## src/design/assert_macros.svh

```systemverilog
// Assertion macros shared by the multi-stack store RTL.
// Define NO_ASSERTIONS to compile every check away.
`ifndef ASSERT_MACROS_SVH
`define ASSERT_MACROS_SVH
`ifndef NO_ASSERTIONS
// Check on every clock edge outside of reset
`define BMSS_ASSERT(lbl, prop, msg) \
  lbl: assert property (@(posedge clk) disable iff (!rst_n) prop) else $error(msg);
// Check on every clock edge, reset included
`define BMSS_ASSERT_RST(lbl, prop, msg) \
  lbl: assert property (@(posedge clk) prop) else $error(msg);
`else
`define BMSS_ASSERT(lbl, prop, msg)
`define BMSS_ASSERT_RST(lbl, prop, msg)
`endif
`endif

```

## src/design/bmss_pkg.sv

```systemverilog
// Shared types and codes for the balanced multi-stack store.
// No dependencies; bmss_fill and balanced_multi_stack_store import this package.
package bmss_pkg;

  // Default sizing
  localparam int DEF_NUM_STACKS  = 3;
  localparam int DEF_STACK_DEPTH = 32;
  localparam int DEF_DATA_WIDTH  = 8;

  // Fixed field widths
  localparam int CNT_W = 6;
  localparam int STK_W = 3;

  // Operation codes
  localparam logic [1:0] OP_INSERT = 2'd0;
  localparam logic [1:0] OP_REMOVE = 2'd1;
  localparam logic [1:0] OP_READ   = 2'd2;
  localparam logic [1:0] OP_FIND   = 2'd3;

  // Status codes
  localparam logic [2:0] ST_OK        = 3'd0;
  localparam logic [2:0] ST_BAD_STACK = 3'd1;
  localparam logic [2:0] ST_BAD_POS   = 3'd2;
  localparam logic [2:0] ST_FULL      = 3'd3;
  localparam logic [2:0] ST_EMPTY     = 3'd4;

  typedef struct packed {
    logic [1:0] op;
    logic [7:0] value;
    logic [2:0] stack_sel;
    logic [5:0] position;
  } in_t;

  typedef struct packed {
    logic [2:0] status;
    logic [7:0] data;
    logic       found;
    logic [2:0] chosen_stack;
  } out_t;

  // Fill count update request
  typedef struct packed {
    logic             inc;
    logic             dec;
    logic [STK_W-1:0] sel;
  } cnt_cmd_t;

endpackage

```

## src/design/bmss_mem.sv

```systemverilog
// Element store: single-port-write, single-port-read synchronous RAM.
// Read data is registered. Uses no package.
module bmss_mem #(
  parameter int DEPTH = 96,
  parameter int AW    = 7,
  parameter int DW    = 8
) (
  input  logic          clk,
  input  logic          wr_en,
  input  logic [AW-1:0] wr_addr,
  input  logic [DW-1:0] wr_data,
  input  logic          rd_en,
  input  logic [AW-1:0] rd_addr,
  output logic [DW-1:0] rd_data
);

  logic [DW-1:0] mem_r [DEPTH];
  logic [DW-1:0] rd_data_r;

  // Write port
  always_ff @(posedge clk) begin
    if (wr_en) begin
      mem_r[wr_addr] <= wr_data;
    end
  end

  // Registered read port
  always_ff @(posedge clk) begin
    if (rd_en) begin
      rd_data_r <= mem_r[rd_addr];
    end
  end

  assign rd_data = rd_data_r;

endmodule

```

## src/design/bmss_fill.sv

```systemverilog
// Per-stack fill counters with least-filled and most-filled selection.
// Depends on bmss_pkg and assert_macros.svh.
`include "assert_macros.svh"
module bmss_fill #(
  parameter int NUM_STACKS  = bmss_pkg::DEF_NUM_STACKS,
  parameter int STACK_DEPTH = bmss_pkg::DEF_STACK_DEPTH
) (
  input  logic                                        clk,
  input  logic                                        rst_n,
  input  bmss_pkg::cnt_cmd_t                          cmd_i,
  output logic [NUM_STACKS-1:0][bmss_pkg::CNT_W-1:0]  cnt_o,
  output logic [bmss_pkg::STK_W-1:0]                  least_o,
  output logic [bmss_pkg::STK_W-1:0]                  most_o
);
  import bmss_pkg::*;

  localparam int SW = (NUM_STACKS > 1) ? $clog2(NUM_STACKS) : 1;

  logic [NUM_STACKS-1:0][CNT_W-1:0] cnt_r;
  logic [SW-1:0]                    idx;
  logic [SW-1:0]                    least;
  logic [SW-1:0]                    most;

  assign idx = cmd_i.sel[SW-1:0];

  // Advance or drop the selected count
  always_ff @(posedge clk) begin
    if (!rst_n) begin
      cnt_r <= '0;
    end else if (cmd_i.inc) begin
      cnt_r[idx] <= cnt_r[idx] + CNT_W'(1);
    end else if (cmd_i.dec) begin
      cnt_r[idx] <= cnt_r[idx] - CNT_W'(1);
    end
  end

  // Pick least and most filled, ties to the lowest stack
  always_comb begin
    least = '0;
    most  = '0;
    for (int s = 1; s < NUM_STACKS; s++) begin
      if (cnt_r[s] < cnt_r[least]) begin
        least = SW'(s);
      end
      if (cnt_r[s] > cnt_r[most]) begin
        most = SW'(s);
      end
    end
  end

  assign cnt_o   = cnt_r;
  assign least_o = STK_W'(least);
  assign most_o  = STK_W'(most);

  `BMSS_ASSERT(a_one_cmd, !(cmd_i.inc && cmd_i.dec), "count push and pop together")
  `BMSS_ASSERT(a_no_overfill, cmd_i.inc |-> cnt_r[idx] < CNT_W'(STACK_DEPTH), "push on full stack")
  `BMSS_ASSERT(a_no_underflow, cmd_i.dec |-> cnt_r[idx] != '0, "pop on empty stack")
  `BMSS_ASSERT(a_sel_range, (least_o < STK_W'(NUM_STACKS)) || (NUM_STACKS == 8), "bad least pick")

  for (genvar g = 0; g < NUM_STACKS; g++) begin : g_bound
    `BMSS_ASSERT(a_cnt_bound, cnt_r[g] <= CNT_W'(STACK_DEPTH), "fill count above depth")
  end

endmodule

```

## src/design/balanced_multi_stack_store.sv

```systemverilog
// Balanced multi-stack store: NUM_STACKS bounded stacks held in one RAM.
// Input channel in_valid/in_ready/in_data carries a request (insert, remove,
// read at position, find value); output channel out_valid/out_ready/out_data
// returns exactly one result per request, in order.
// Insert pushes onto the least-filled stack, remove pops the most-filled one,
// ties to the lowest stack number.
// Path from accept to out_valid, with the output free:
//   insert, full, empty, bad stack, bad position: result register, then
//   output register
//   remove, read: RAM read register, result register, output register
//   find: the scan reads one element per cycle through the single RAM read
//   port and stops at the first match.
// One request is in work at a time; the next is taken once the previous
// result has moved into the output register, so a stalled receiver holds
// one finished result while another request is worked on.
// Reset (rst_n low, synchronous) empties all stacks and drops any pending
// result; RAM contents are not cleared.
`include "assert_macros.svh"
module balanced_multi_stack_store #(
  parameter int NUM_STACKS  = bmss_pkg::DEF_NUM_STACKS,
  parameter int STACK_DEPTH = bmss_pkg::DEF_STACK_DEPTH,
  parameter int DATA_WIDTH  = bmss_pkg::DEF_DATA_WIDTH
) (
  input  logic           clk,
  input  logic           rst_n,
  input  logic           in_valid,
  output logic           in_ready,
  input  bmss_pkg::in_t  in_data,
  output logic           out_valid,
  input  logic           out_ready,
  output bmss_pkg::out_t out_data
);
  import bmss_pkg::*;

  localparam int TOTAL = NUM_STACKS * STACK_DEPTH;
  localparam int AW    = (TOTAL > 1) ? $clog2(TOTAL) : 1;
  localparam int SW    = (NUM_STACKS > 1) ? $clog2(NUM_STACKS) : 1;
  localparam int SCW   = $clog2(NUM_STACKS + 1);
  localparam logic [STK_W:0] NS_EXT = (STK_W + 1)'(NUM_STACKS);

  typedef enum logic [3:0] {
    S_IDLE = 4'b0001,
    S_WAIT = 4'b0010,
    S_FIND = 4'b0100,
    S_DONE = 4'b1000
  } state_t;

  state_t                  state_r, state_nxt;
  in_t                     req_r, req_nxt;
  out_t                    res_r, res_nxt;
  out_t                    out_r, out_nxt;
  logic                    out_valid_r, out_valid_nxt;
  logic [SCW-1:0]          scan_s_r, scan_s_nxt;
  logic [CNT_W-1:0]        scan_i_r, scan_i_nxt;
  logic [AW-1:0]           base_r, base_nxt;
  logic                    cmp_v_r, cmp_v_nxt;

  logic                    in_fire;
  logic                    out_free;
  cnt_cmd_t                cmd;
  logic [NUM_STACKS-1:0][CNT_W-1:0] cnt;
  logic [STK_W-1:0]        least;
  logic [STK_W-1:0]        most;
  logic [CNT_W-1:0]        cnt_least;
  logic [CNT_W-1:0]        cnt_most;
  logic [CNT_W-1:0]        cnt_sel;
  logic [CNT_W-1:0]        cnt_scan;
  logic                    scan_live;
  logic                    mem_we;
  logic [AW-1:0]           mem_wa;
  logic [DATA_WIDTH-1:0]   mem_wd;
  logic                    mem_re;
  logic [AW-1:0]           mem_ra;
  logic [DATA_WIDTH-1:0]   mem_rd;

  // Flat RAM address of element i of stack s
  function automatic logic [AW-1:0] slot_addr(input logic [STK_W-1:0] s,
                                               input logic [CNT_W-1:0] i);
    return AW'(AW'(s[SW-1:0]) * AW'(STACK_DEPTH)) + AW'(i);
  endfunction

  bmss_fill #(
    .NUM_STACKS  (NUM_STACKS),
    .STACK_DEPTH (STACK_DEPTH)
  ) u_fill (
    .clk     (clk),
    .rst_n   (rst_n),
    .cmd_i   (cmd),
    .cnt_o   (cnt),
    .least_o (least),
    .most_o  (most)
  );

  bmss_mem #(
    .DEPTH (TOTAL),
    .AW    (AW),
    .DW    (DATA_WIDTH)
  ) u_mem (
    .clk     (clk),
    .wr_en   (mem_we),
    .wr_addr (mem_wa),
    .wr_data (mem_wd),
    .rd_en   (mem_re),
    .rd_addr (mem_ra),
    .rd_data (mem_rd)
  );

  assign in_ready  = (state_r == S_IDLE);
  assign in_fire   = in_valid && in_ready;
  assign out_free  = !out_valid_r || out_ready;
  assign out_valid = out_valid_r;
  assign out_data  = out_r;

  assign cnt_least = cnt[least[SW-1:0]];
  assign cnt_most  = cnt[most[SW-1:0]];
  assign cnt_sel   = cnt[in_data.stack_sel[SW-1:0]];
  assign scan_live = ({{(STK_W + 1 - SCW){1'b0}}, scan_s_r} < NS_EXT);
  assign cnt_scan  = scan_live ? cnt[scan_s_r[SW-1:0]] : '0;

  // Sequencer: accept, read-modify-write the store, scan for find
  always_comb begin
    state_nxt  = state_r;
    req_nxt    = req_r;
    res_nxt    = res_r;
    scan_s_nxt = scan_s_r;
    scan_i_nxt = scan_i_r;
    base_nxt   = base_r;
    cmp_v_nxt  = cmp_v_r;
    cmd        = '0;
    mem_we     = 1'b0;
    mem_wa     = slot_addr(least, cnt_least);
    mem_wd     = DATA_WIDTH'(in_data.value);
    mem_re     = 1'b0;
    mem_ra     = '0;

    unique case (state_r)
      S_IDLE: begin
        if (in_fire) begin
          req_nxt   = in_data;
          res_nxt   = '0;
          state_nxt = S_DONE;
          unique case (in_data.op)
            OP_INSERT: begin
              if (cnt_least >= CNT_W'(STACK_DEPTH)) begin
                res_nxt.status = ST_FULL;
              end else begin
                mem_we               = 1'b1;
                cmd.inc              = 1'b1;
                cmd.sel              = least;
                res_nxt.chosen_stack = least;
              end
            end
            OP_REMOVE: begin
              if (cnt_most == '0) begin
                res_nxt.status = ST_EMPTY;
              end else begin
                mem_re               = 1'b1;
                mem_ra               = slot_addr(most, cnt_most - CNT_W'(1));
                cmd.dec              = 1'b1;
                cmd.sel              = most;
                res_nxt.chosen_stack = most;
                state_nxt            = S_WAIT;
              end
            end
            OP_READ: begin
              if ({1'b0, in_data.stack_sel} >= NS_EXT) begin
                res_nxt.status = ST_BAD_STACK;
              end else if (in_data.position >= cnt_sel) begin
                res_nxt.status = ST_BAD_POS;
              end else begin
                mem_re    = 1'b1;
                mem_ra    = slot_addr(in_data.stack_sel, in_data.position);
                state_nxt = S_WAIT;
              end
            end
            OP_FIND: begin
              scan_s_nxt = '0;
              scan_i_nxt = '0;
              base_nxt   = '0;
              cmp_v_nxt  = 1'b0;
              state_nxt  = S_FIND;
            end
            default: state_nxt = S_DONE;
          endcase
        end
      end
      S_WAIT: begin
        // Take the element from the RAM read register
        res_nxt.data = 8'(mem_rd);
        state_nxt    = S_DONE;
      end
      S_FIND: begin
        if (cmp_v_r && (mem_rd == DATA_WIDTH'(req_r.value))) begin
          res_nxt.found = 1'b1;
          state_nxt     = S_DONE;
        end else if (!scan_live && !cmp_v_r) begin
          state_nxt = S_DONE;
        end else if (scan_live && (scan_i_r < cnt_scan)) begin
          // Issue the next element read of this stack
          mem_re     = 1'b1;
          mem_ra     = base_r + AW'(scan_i_r);
          scan_i_nxt = scan_i_r + CNT_W'(1);
          cmp_v_nxt  = 1'b1;
        end else if (scan_live) begin
          // Stack exhausted: move to the next one
          scan_s_nxt = scan_s_r + SCW'(1);
          scan_i_nxt = '0;
          base_nxt   = base_r + AW'(STACK_DEPTH);
          cmp_v_nxt  = 1'b0;
        end else begin
          cmp_v_nxt = 1'b0;
        end
      end
      S_DONE: begin
        if (out_free) begin
          state_nxt = S_IDLE;
        end
      end
      default: state_nxt = S_IDLE;
    endcase
  end

  // Output register: load the finished result, hold while stalled
  always_comb begin
    out_valid_nxt = out_valid_r;
    out_nxt       = out_r;
    if ((state_r == S_DONE) && out_free) begin
      out_valid_nxt = 1'b1;
      out_nxt       = res_r;
    end else if (out_ready) begin
      out_valid_nxt = 1'b0;
    end
  end

  // Control registers
  always_ff @(posedge clk) begin
    if (!rst_n) begin
      state_r     <= S_IDLE;
      out_valid_r <= 1'b0;
      cmp_v_r     <= 1'b0;
    end else begin
      state_r     <= state_nxt;
      out_valid_r <= out_valid_nxt;
      cmp_v_r     <= cmp_v_nxt;
    end
  end

  // Payload and scan registers
  always_ff @(posedge clk) begin
    req_r    <= req_nxt;
    res_r    <= res_nxt;
    out_r    <= out_nxt;
    scan_s_r <= scan_s_nxt;
    scan_i_r <= scan_i_nxt;
    base_r   <= base_nxt;
  end

  `BMSS_ASSERT_RST(a_reset_idle, !rst_n |=> in_ready && !out_valid, "not idle after reset")
  `BMSS_ASSERT(a_busy_after_accept, in_fire |=> !in_ready, "accepted twice in a row")
  `BMSS_ASSERT(a_fail_clean, out_valid && (out_data.status != ST_OK) |-> (out_data.data == '0) && (out_data.chosen_stack == '0), "failed result carries data")
  `BMSS_ASSERT(a_found_ok, out_valid && out_data.found |-> out_data.status == ST_OK, "found with bad status")
  `BMSS_ASSERT(a_scan_range, (state_r == S_FIND) |-> ({{(STK_W + 1 - SCW){1'b0}}, scan_s_r} <= NS_EXT), "scan past last stack")

endmodule
```

## config.mk

```make
export PLATFORM = sky130hd
export DESIGN_NAME = balanced_multi_stack_store
export DESIGN_NICKNAME = d
export VERILOG_FILES = /design/src/design/bmss_pkg.sv /design/src/design/bmss_mem.sv /design/src/design/bmss_fill.sv /design/src/design/balanced_multi_stack_store.sv
export VERILOG_INCLUDE_DIRS = /design/src /design/src/design
export SDC_FILE = /design/constraint.sdc
export NUM_CORES = 1
export LEC_CHECK = 0
export ABC_AREA = 1
export BUFFER_PORTS_ARGS = -buffer_cell sky130_fd_sc_hd__buf_2
export CAP_MARGIN = 20
export CORE_MARGIN = 5
export CORE_UTILIZATION = 55
export DETAILED_ROUTE_END_ITERATION = 8
export PLACE_DENSITY = 0.71
export SETUP_SLACK_MARGIN = 0.5
export SYNTH_ARGS = -nofsm -noshare
export SYNTH_HDL_FRONTEND = slang
export SYNTH_HIERARCHICAL = 1
export SYNTH_SLANG_ARGS = --single-unit
```

## constraint.sdc

```tcl
create_clock -name clk -period 8.1 [get_ports clk]
set_clock_uncertainty 0.05 [all_clocks]
set_input_delay 1.215 -clock clk [delete_from_list [all_inputs] [get_ports clk]]
set_output_delay 1.215 -clock clk [all_outputs]
set_load 0.05 [all_outputs]
```

==> results.sh <==
export IMPL_path_buf_inv=8
export IMPL_gr_total_overflow=0
export IMPL_status="complete, no violations"
export IMPL_critPathRequiredTime_ps=8440
export IMPL_insertion_delay_ps=640
export IMPL_period_needed_ps=7141
export IMPL_worst_slew_pin_slew_ps=1197
export IMPL_grt_first_pass_wirelength_um=145600
export IMPL_crit_family="simple AND/OR/NAND/NOR gates"
export IMPL_setup_viol=0
export IMPL_slew_headroom_pct=20.14
export IMPL_die_h_um=269.9
export IMPL_synth_cells=3378
export IMPL_slowest_delay_ps=430
export IMPL_clkSinkCount=848
export IMPL_utilization_pct=60.34
export IMPL_critPathLaunchType="flip-flop"
export IMPL_ant_nets=0
export IMPL_drt_iter0_drc=3244
export IMPL_syn_avg_cell_area_um2=11.00
export IMPL_holdWs_ps=368.5
export IMPL_worst_path_stages=41
export IMPL_root_buffer="clkbuf_16"
export IMPL_dp_hpwl_um=56220
export IMPL_io_pins=40
export IMPL_finalMaxSlewViolations=0
export IMPL_vias_per_cell=5.946
export IMPL_min_path_cells=0
export IMPL_clock_path_buffers=3
export IMPL_num_vias=25530
export IMPL_antenna_cells=0
export IMPL_max_freq_ghz=0.1400
export IMPL_ir_worst_vdd_mv=0.3886
export IMPL_critPathMaxFanout=74
export IMPL_cpMostUsedCell="nand2_1"
export IMPL_htree_levels=3
export IMPL_die_w_um=269.9
export IMPL_area_growth_pct=8.899
export IMPL_leakagePower_nw=14.71
export IMPL_port_buffer_count=39
export IMPL_wire_per_inst_um=22.32
export IMPL_grt_usage_pct=25.59
export IMPL_dr_pass1_iters=8
export IMPL_finalWeightedCongestion=0.8954
export IMPL_drive_above_1_share_pct=7.659
export IMPL_syn_area_um2=37150
export IMPL_critPathCaptureType="flip-flop"
export IMPL_ys_warn_count=6
export IMPL_period_share_pct=88.16
export IMPL_hold_path_class="flip-flop to flip-flop"
export IMPL_fin_setup_tns_ps=0
export IMPL_crit_arrival_ps=7490
export IMPL_max_cap_viol_count=0
export IMPL_cts_buffers=85
export IMPL_fp_dieArea_um2=72840
export IMPL_post_cts_setup_buffers=0
export IMPL_cts_tree="built"
export IMPL_drcViolationCount=0
export IMPL_finalNetCount=3425
export IMPL_antenna_found_initial=0
export IMPL_hold_violations=0
export IMPL_coreArea_um2=67040
export IMPL_reg2reg_slack_ps=960
export IMPL_rsz0062_at_grt="yes"
export IMPL_crit_type="flip-flop to flip-flop"
export IMPL_ff2ff_path_depth=41
export IMPL_fp_row_count=95
export IMPL_grt_max_degree=175
export IMPL_start_util_pct=55.41
export IMPL_placed_area_um2=37720
export IMPL_worst_path_max_delay_cell="dfxtp_1"
export IMPL_grt_pass1_vias=24770
export IMPL_nFillCells=5320
export IMPL_cts_clk_slew_worst_paths_ps=60
export IMPL_setup_ws_ps=958.8
export IMPL_drt_wl_total_um=95850
export IMPL_power_density_nw_per_um2=390.4
export IMPL_postLayoutCellArea_um2=40450
export IMPL_post_place_ws_ps=489.1
-- per-stage QoR --
step                cells  total power, mW
finish               4294            15.79
CTS                  4292            15.65
global route         4294            16.72
global placement     4143            11.82
floorplan            3379            10.18
detailed placement   4143            11.90
-- per-layer routing --
metal	track usage, %	share of wire (%)
met1	35.32	40
met2	42.13	48
met3	4.024	9.0
met4	8.468	3.4
met5	0	0
-- what timing repair did --
action                     in CTS  in global routing
resized for setup               0                  7
setup endpoints to repair       0                 14
hold buffers                    0                  0
-- area by class of cell --
type / count / area, µm² / area share (%)
clock buffer: 99 / 2180 / 5.388
tap: 873 / 1092 / 2.700
clock inverter: 50 / 466.7 / 1.154
multi-input combinational: 2211 / 10310 / 25.50
inverter: 137 / 541.8 / 1.339
timing repair buffer: 76 / 634.4 / 1.568
sequential: 848 / 25220 / 62.35
-- path summary, 6_finish.rpt --
kind / from / endpoint
setup / recovery: u_fill/cnt_o[1]$_SDFFE_PN0P_ / u_mem/rd_data[7]$_DFFE_PP_
setup reg to reg: u_fill/cnt_o[1]$_SDFFE_PN0P_ / u_mem/rd_data[7]$_DFFE_PP_
hold / removal: res_r[11]$_DFFE_PP_ / out_data[11]$_DFFE_PP_
hold reg to reg: res_r[11]$_DFFE_PP_ / out_data[11]$_DFFE_PP_
-- power by group --
| group | leakage (nW) | internal [mW] | switching (mW) |
|---|---|---|---|
| sequential | 7.62 | 5.04 | 0.116 |
| combinational | 5.79 | 1.98 | 4.90 |
| clock | 1.29 | 2.13 | 1.63 |
| total | 14.7 | 9.15 | 6.65 |
-- registers in the layout, summed over array words and instances (netlist names), 4 cells and up --
| name | cells |
|---|---|
| state_r | 4 |
| res_r | 15 |
| scan_i_r | 6 |
| u_mem/mem_r | 768 |
| u_mem/rd_data | 8 |
| out_data | 15 |
| u_fill/cnt_o | 18 |
| req_r | 8 |
-- cell usage in the layout, fill, tap and decap left out, types with 3 or more instances in the layout --
master / instances
nand2_1: 1011
edfxtp_1: 824
nand3_1: 546
nor2_1: 242
inv_1: 123
o21ai_0: 110
a21oi_1: 97
clkbuf_16: 87
ha_1: 43
buf_4: 35
buf_2: 31
o31ai_1: 30
dfxtp_1: 24
clkinv_1: 19
clkinv_2: 17
clkbuf_1: 14
o221ai_1: 13
nand3_2: 13
nand2_2: 12
nand4_1: 12
nor3_1: 12
nand2_4: 10
o211ai_1: 10
xor2_1: 9
inv_2: 6
o21ai_1: 6
bufinv_16: 6
nor2_2: 5
nor2_4: 5
xnor2_1: 5
buf_12: 5
inv_6: 3
inv_4: 3
nand3b_1: 3
clkinv_8: 3
(Power assumes the default switching activity.)
